[config.mk]
export PLATFORM = sky130hd
export DESIGN_NAME = nfdw_setup
export DESIGN_NICKNAME = d
export VERILOG_FILES = /design/src/hw/rtl/nonuniform_derivative_weights_assert.svh /design/src/hw/rtl/nfdw_pkg.sv /design/src/hw/rtl/nfdw_setup.sv
export SDC_FILE = /design/constraint.sdc
export NUM_CORES = 2
export LEC_CHECK = 0
export ABC_AREA = 1
export CAP_MARGIN = 20
export CORE_MARGIN = 2
export CORE_UTILIZATION = 54
export CTS_BUF_LIST = sky130_fd_sc_hd__clkbuf_4 sky130_fd_sc_hd__clkbuf_8 sky130_fd_sc_hd__clkbuf_16
export DETAILED_ROUTE_END_ITERATION = 16
export DONT_BUFFER_PORTS = 1
export PLACE_DENSITY_LB_ADDON = 0.1
export REMOVE_ABC_BUFFERS = 1
export SYNTH_ARGS = -nofsm -noshare
export SYNTH_HDL_FRONTEND = slang
export SYNTH_SLANG_ARGS = --single-unit
[constraint.sdc]
create_clock -name clock -period 5.5 [get_ports clock]
set_input_delay 0.825 -clock clock [delete_from_list [all_inputs] [get_ports clock]]
set_output_delay 0.825 -clock clock [all_outputs]
set_load 0.01 [all_outputs]
[src/hw/rtl/nonuniform_derivative_weights_assert.svh]
// Assertion macros used by the finite-difference weight block.
`ifndef NONUNIFORM_DERIVATIVE_WEIGHTS_ASSERT_SVH
`define NONUNIFORM_DERIVATIVE_WEIGHTS_ASSERT_SVH

// Same-cycle implication, sampled on clock and disabled during reset.
`define NDW_ASSERT_IMPLY(label, ante, cons) \
   label: assert property (@(posedge clock) disable iff (reset) (ante) |-> (cons)) \
      else $error("nonuniform_derivative_weights: check failed");

// Implication with a fixed delay in cycles between antecedent and consequent.
`define NDW_ASSERT_DELAY(label, ante, dly, cons) \
   label: assert property (@(posedge clock) disable iff (reset) (ante) |-> ##(dly) (cons)) \
      else $error("nonuniform_derivative_weights: delayed check failed");

`endif

[src/hw/rtl/nfdw_pkg.sv]
// Shared types and constants of the finite-difference weight pipeline.
package nfdw_pkg;

   localparam int OFFSET_W    = 32;
   localparam int WEIGHT_BITS = 48;
   localparam int DIFF_W      = OFFSET_W + 1;
   localparam int SUM_W       = OFFSET_W + 2;
   localparam int PROD_W      = 3 * DIFF_W;
   localparam int LANES       = 4;
   localparam int DIV_STAGES  = WEIGHT_BITS;
   localparam int LANE_LAT    = 5 + DIV_STAGES;
   localparam int TOTAL_LAT   = 3 + LANE_LAT;

   localparam logic [1:0] KIND_D1_TWO   = 2'd0;
   localparam logic [1:0] KIND_D1_THREE = 2'd1;
   localparam logic [1:0] KIND_D2_THREE = 2'd2;
   localparam logic [1:0] KIND_D2_FOUR  = 2'd3;

   localparam logic [1:0] STATUS_OK    = 2'd0;
   localparam logic [1:0] STATUS_CLASH = 2'd1;
   localparam logic [1:0] STATUS_SAT   = 2'd2;

   typedef struct packed {
      logic signed [DIFF_W-1:0] den_a;
      logic signed [DIFF_W-1:0] den_b;
      logic signed [DIFF_W-1:0] den_c;
      logic signed [SUM_W-1:0]  num;
      logic                     neg;
      logic                     wide;
   } lane_op_type;

   typedef struct packed {
      logic [WEIGHT_BITS-1:0] quo;
      logic                   neg;
      logic                   over;
   } lane_res_type;

   typedef struct packed {
      logic             valid;
      logic             clash;
      logic [LANES-1:0] used;
   } item_meta_type;

endpackage

[src/hw/rtl/nfdw_setup.sv]
// Input register, offset differences and per-weight operand selection.
module nfdw_setup
   import nfdw_pkg::*;
(
   input  logic                       clock,
   input  logic                       reset,
   input  logic                       in_valid,
   input  logic [1:0]                 kind,
   input  logic signed [OFFSET_W-1:0] offset0,
   input  logic signed [OFFSET_W-1:0] offset1,
   input  logic signed [OFFSET_W-1:0] offset2,
   input  logic signed [OFFSET_W-1:0] offset3,
   output lane_op_type                op [LANES],
   output item_meta_type              meta
);

   logic                       valid_ff;
   logic [1:0]                 kind_ff;
   logic signed [OFFSET_W-1:0] x0_ff, x1_ff, x2_ff, x3_ff;
   lane_op_type                op_ff [LANES];
   lane_op_type                op_in [LANES];
   item_meta_type              meta_ff, meta_in;

   logic signed [DIFF_W-1:0] d10, d20, d30, d21, d31, d32;
   logic signed [DIFF_W-1:0] den_one;
   logic signed [SUM_W-1:0]  num_one;

   always_ff @(posedge clock) begin
      if (reset) begin
         valid_ff <= 1'b0;
         meta_ff  <= '0;
      end else begin
         valid_ff <= in_valid;
         meta_ff  <= meta_in;
      end
      kind_ff <= kind;
      x0_ff   <= offset0;
      x1_ff   <= offset1;
      x2_ff   <= offset2;
      x3_ff   <= offset3;
      op_ff   <= op_in;
   end

   always_comb begin
      den_one = DIFF_W'(1);
      num_one = SUM_W'(1);
      d10 = DIFF_W'(x1_ff) - DIFF_W'(x0_ff);
      d20 = DIFF_W'(x2_ff) - DIFF_W'(x0_ff);
      d30 = DIFF_W'(x3_ff) - DIFF_W'(x0_ff);
      d21 = DIFF_W'(x2_ff) - DIFF_W'(x1_ff);
      d31 = DIFF_W'(x3_ff) - DIFF_W'(x1_ff);
      d32 = DIFF_W'(x3_ff) - DIFF_W'(x2_ff);
      for (int i = 0; i < LANES; i++) begin
         op_in[i].den_a = den_one;
         op_in[i].den_b = den_one;
         op_in[i].den_c = den_one;
         op_in[i].num   = num_one;
         op_in[i].neg   = 1'b0;
         op_in[i].wide  = 1'b0;
      end
      meta_in.valid = valid_ff;
      case (kind_ff)
         KIND_D1_TWO: begin
            op_in[0].den_a = d10;
            op_in[0].neg   = 1'b1;
            op_in[1].den_a = d10;
            meta_in.used   = 4'b0011;
            meta_in.clash  = (d10 == '0);
         end
         KIND_D1_THREE: begin
            op_in[0].den_a = d10;
            op_in[0].den_b = d20;
            op_in[0].num   = SUM_W'(x2_ff) + SUM_W'(x1_ff);
            op_in[0].neg   = 1'b1;
            op_in[1].den_a = d10;
            op_in[1].den_b = d21;
            op_in[1].num   = SUM_W'(x2_ff) + SUM_W'(x0_ff);
            op_in[2].den_a = d20;
            op_in[2].den_b = d21;
            op_in[2].num   = SUM_W'(x1_ff) + SUM_W'(x0_ff);
            op_in[2].neg   = 1'b1;
            meta_in.used   = 4'b0111;
            meta_in.clash  = (d10 == '0) || (d20 == '0) || (d21 == '0);
         end
         KIND_D2_THREE: begin
            for (int i = 0; i < LANES; i++) op_in[i].wide = 1'b1;
            op_in[0].den_a = d10;
            op_in[0].den_b = d20;
            op_in[1].den_a = d10;
            op_in[1].den_b = d21;
            op_in[1].neg   = 1'b1;
            op_in[2].den_a = d20;
            op_in[2].den_b = d21;
            meta_in.used   = 4'b0111;
            meta_in.clash  = (d10 == '0) || (d20 == '0) || (d21 == '0);
         end
         default: begin
            for (int i = 0; i < LANES; i++) op_in[i].wide = 1'b1;
            op_in[0].den_a = d10;
            op_in[0].den_b = d20;
            op_in[0].den_c = d30;
            op_in[0].num   = SUM_W'(x3_ff) + SUM_W'(x2_ff) + SUM_W'(x1_ff);
            op_in[1].den_a = d10;
            op_in[1].den_b = d21;
            op_in[1].den_c = d31;
            op_in[1].num   = SUM_W'(x3_ff) + SUM_W'(x2_ff) + SUM_W'(x0_ff);
            op_in[1].neg   = 1'b1;
            op_in[2].den_a = d20;
            op_in[2].den_b = d21;
            op_in[2].den_c = d32;
            op_in[2].num   = SUM_W'(x3_ff) + SUM_W'(x1_ff) + SUM_W'(x0_ff);
            op_in[3].den_a = d30;
            op_in[3].den_b = d31;
            op_in[3].den_c = d32;
            op_in[3].num   = SUM_W'(x2_ff) + SUM_W'(x1_ff) + SUM_W'(x0_ff);
            op_in[3].neg   = 1'b1;
            meta_in.used   = 4'b1111;
            meta_in.clash  = (d10 == '0) || (d20 == '0) || (d30 == '0) ||
                             (d21 == '0) || (d31 == '0) || (d32 == '0);
         end
      endcase
   end

   assign op   = op_ff;
   assign meta = meta_ff;

endmodule

* Yosys cells after proc, flatten, opt, wreduce, memory -nomap -nowiden
Cells that the tools add are included.
Cells by class: add/sub/neg operators 15, equal/unequal tests 2, mux-type cells 9, reductions and logical operators 17
Operators by type and width (count):
- $pmux 34 s2 | 3
- $logic_not 33->1 | 6
- $sub 32x32->33 | 6
- $add 32x32->33 | 5
- $add 33x32->34 | 4
- $pmux 5 s2 | 1
- $logic_or 1x1->1 | 6
- $reduce_or 2->1 | 3
- $mux 1 | 4
- $reduce_or 3->1 | 1
- $eq 2x1->1 const B | 1
- $eq 2x2->1 const B | 1
- $logic_not 2->1 | 1
- $mux 2 | 1
Word-level totals: bits in registers 477, input bits 133, output and inout bits 546, logic and storage cells 68

* Longest topological paths before layout
word-level depth 8, mapped depth 28, gate-level depth less buffers 27

* Least setup slack after synthesis
Ideal clock, no wire load.
path kind register to register, from reg x2_ff[1], to reg op_ff (netlist bit op[305]), setup time 0.129 ns, arrival time 3.788 ns, data required time 5.371 ns, setup slack 1.583 ns, cell stages (with the launch flop) 22, buffers on the path 0, clock period less this slack 3.917 ns, path through dfxtp_1 > inv_1 > fa_1 > o21ai_2 > a21oi_2 > o21ai_2 > a21oi_2 > o21ai_2 > a21boi_2 > o21ai_1 > a21oi_1 > xor2_1 > ha_1 > nand2_1 > nor4_1 > nand4_1 > nand2_1 > nand2_1 > nand2_1 > nand2_1 > a21boi_0 > o21ai_0
RTL lines:
- start, declared | line nfdw_setup.sv:19 | logic signed [OFFSET_W-1:0] x0_ff, x1_ff, x2_ff, x3_ff;
- start signal, assigned | line nfdw_setup.sv:39 | x2_ff <= offset2;
- end signal, assigned | line nfdw_setup.sv:41 | op_ff <= op_in;
- end, declared | line nfdw_setup.sv:20 | lane_op_type op_ff [LANES];

==> flow_summary.toml <==
[critical_path]
cp-end-kind = "register"
crit_buf_inv = 1
cp.arrival_ns = 5.71
critPathTopFamily = "compound AO/OA/AOI/OAI gates"
crit_type = "register to register"
startpoint_type = "register"
crit_chain = "inv_1 > fa_1 > o21ai_2 > a21oi_2 > o21ai_2 > a21oi_2 > o21ai_2 > a21boi_2 > o21ai_1 > a21oi_1 > xor2_1 > ha_1 > nand2_1 > nor4_1 > nand4_1 > nand2_1 > nand2_1 > nand2_1 > nand2_1 > a21boi_0 > o21ai_0"
max_stage_delay_ns = 0.75
slowest_stage = "dfxtp_1"
crit_top_cell = "nand2_1"
cp.required_ns = 5.95
path_max_fanout = 6

[synth]
synth_xor_area_share_pct = 3.458
syn-cell-area_sq_um = 43020
synth_fa_ha_area_share_pct = 15.40
yosysUniqueCellTypes = 56
synth_flop_cell = "dfxtp_1"
synth_edf_count = 0
synth_compound_area_share_pct = 14.51
yosys.area_share.simple_pct = 30.00
synth-seq-cells = 474
synthMuxAreaShare_pct = 0
yosys_warnings = 0
synth_top_family_by_area = "simple AND/OR/NAND/NOR gates"
syn_inst = 6814
async_flop_share_pct = 0
synth_area_per_cell_sq_um = 6.314
synth-seq-area-share_pct = 22.06

[timing]
tns_ns = 0
rsz0062_at_grt = "no"
tightest_slew_ns = 0.9702
finClkSkew_ns = 0.04179
fmax_mhz = 190.1
finalHoldViolCount = 0
slew_headroom_pct = 34.63
period_share_pct = 95.62
maxSlewViolCount = 0
finalSetupViolCount = 0
post-route-min-period_ns = 5.259

[finish]
final_common_cell = "nand2_1"
nets = 7280
drive_gt1_share_pct = 4.446
fin_cells = 7749
postLayoutCellArea_sq_um = 44730
final_cell_mix = "1790 x nand2_1, 1081 x inv_1, 801 x nor2_1"
syn2layout_area_growth_pct = 3.964
final_util_pct = 56.71

[routing]
vias = 45980
detail_route.vias_per_cell = 5.934
totalWireLength_um = 204700
drc = 0
wire_per_inst_um = 26.41
dr.pass1.iters = 12
dr.first_iter.drc_count = 5561
drtAntennaViolNets = 0

[floorplan]
die_x_um = 286.3
fp.dieH_um = 286.3
initial_utilization_pct = 54.55
io_pins = 679
die-area_sq_um = 81940
core.rowCount = 103
core_sq_um = 78870

[clocking]
cts.htree.levels = 2
cts_resized = 0
ctsHoldBuffers = 0
cts_tree = "yes"
ctsLongestPathBuffers = 3
clk_pin_slew_ns = 0.07
cts_buffers = 49
worstSkewPairLatency_ns = 0.63
clock-sinks = 474
cts_root_buf = "clkbuf_16"
cts_setup_buffers = 0

[power]
leakage_nw = 23.88
ir_drop_mv = 0.3062
power.density_nw_per_um2 = 312.1
p_total_w = 0.01396

[placed_design]
place_inst = 7644
place_area_sq_um = 43020
io_buffers = 0
hpwl_um = 170000
gp_congestion = 1.103

[worst_hold_path]
hold_path.class = "primary input to register"

[global_routing]
grt_max_degree = 68
first_global_vias = 43860
grt_pass1_wl_um = 286800
gr-total-overflow = 0
grt_use_total_pct = 48.13
antenna_found_initial = 20

[status]
status = "completed"

[run]
maxCapViolations = 0
[cells by family (layout without fill, tap and decap cells)]
kind of cell | after synthesis | after routing
and+or+nand+nor | 3168 | 3168
AOI/OAI and AO/OA | 1080 | 1080
xor gates and xnor gates | 169 | 169
buffers and inverters | 1421 | 1287
adders and majority gates | 502 | 502
DFF | 474 | 474
other | 0 | 19
[registers in the layout (all words and copies together) (netlist names)]
signal,count
kind_ff,2
x1_ff,32
meta,5
op,338
valid_ff,1
x2_ff,32
x0_ff,32
x3_ff,32
[report_power, final]
part	switching (W)	internal [W]	total [W]	leakage [nW]
Sequential	0.000653	0.00386	0.00451	3.95
Combinational	0.00420	0.00174	0.00594	19.1
Clock	0.00151	0.00200	0.00351	0.799
[metrics by stage]
stage                     worst slack, ns  hold WS, ns
after floorplan                    0.3618       0.3883
after global placement             0.5968       0.3970
after detailed placement           0.5063       0.4063
after CTS                          0.5005       0.2178
after global routing              0.04854       0.2166
final                              0.2409       0.2211
[synthesized netlist by cell type (all sizes together) (7+ instances only)]
master  instances  area, sq um
nand3b         19        142.6
dfxtp         474         9489
nand4          92        575.6
a221oi         11        96.34
a21o           27        202.7
a32o            9        90.09
or2             7        43.79
and2           14        87.58
nor4           14        87.58
xnor2          25        219.0
a21boi         36        311.6
o21a           25        187.7
nor2          805         3029
a31oi          49        306.5
o22ai           9        56.30
xor2          144         1269
o21ai         280         1465
buf           290         2022
a22o           19        166.4
ha            456         5705
a21oi         536         2746
inv          1088         4084
clkbuf         42        157.7
fa             46        920.9
nand2        1812         6857
o21bai         32        240.2
a211oi         10        75.07
o211ai         11        82.58
nand3         331         1697
nor3           71        370.4
o31ai          11        82.58
[final timing paths]
| check | slack, ns | to | from | cells past startpoint |
|---|---|---|---|---|
| max | 0.24 | op[305] | x3_ff[1] | 21 |
| min | 0.22 | x2_ff[7] | offset2[7] | 0 |
| max reg2reg | 0.24 | op[305] | x3_ff[1] | 21 |
| min reg2reg | 0.41 | meta[5] | valid_ff | 2 |
[per-layer routing]
layer	up-vias	global-route usage, %	routed length, um
met2	2990	75.14	87530
met4	18	37.62	19180
met1	21020	55.23	72880
met3	808	14.17	24940
met5	-	0	132
li1	21150	-	-
[cell type report]
type	instances	area [sq um]
clock inverter	24	296.5
clock buffer	62	1361
tap	1050	1314
antenna	19	47.55
inverter	1089	4090
fill	7975	34140
multi-input combinational	4919	27290
sequential	474	9489
timing repair buffer	112	840.8
Power figures use the tool's default switching activity.
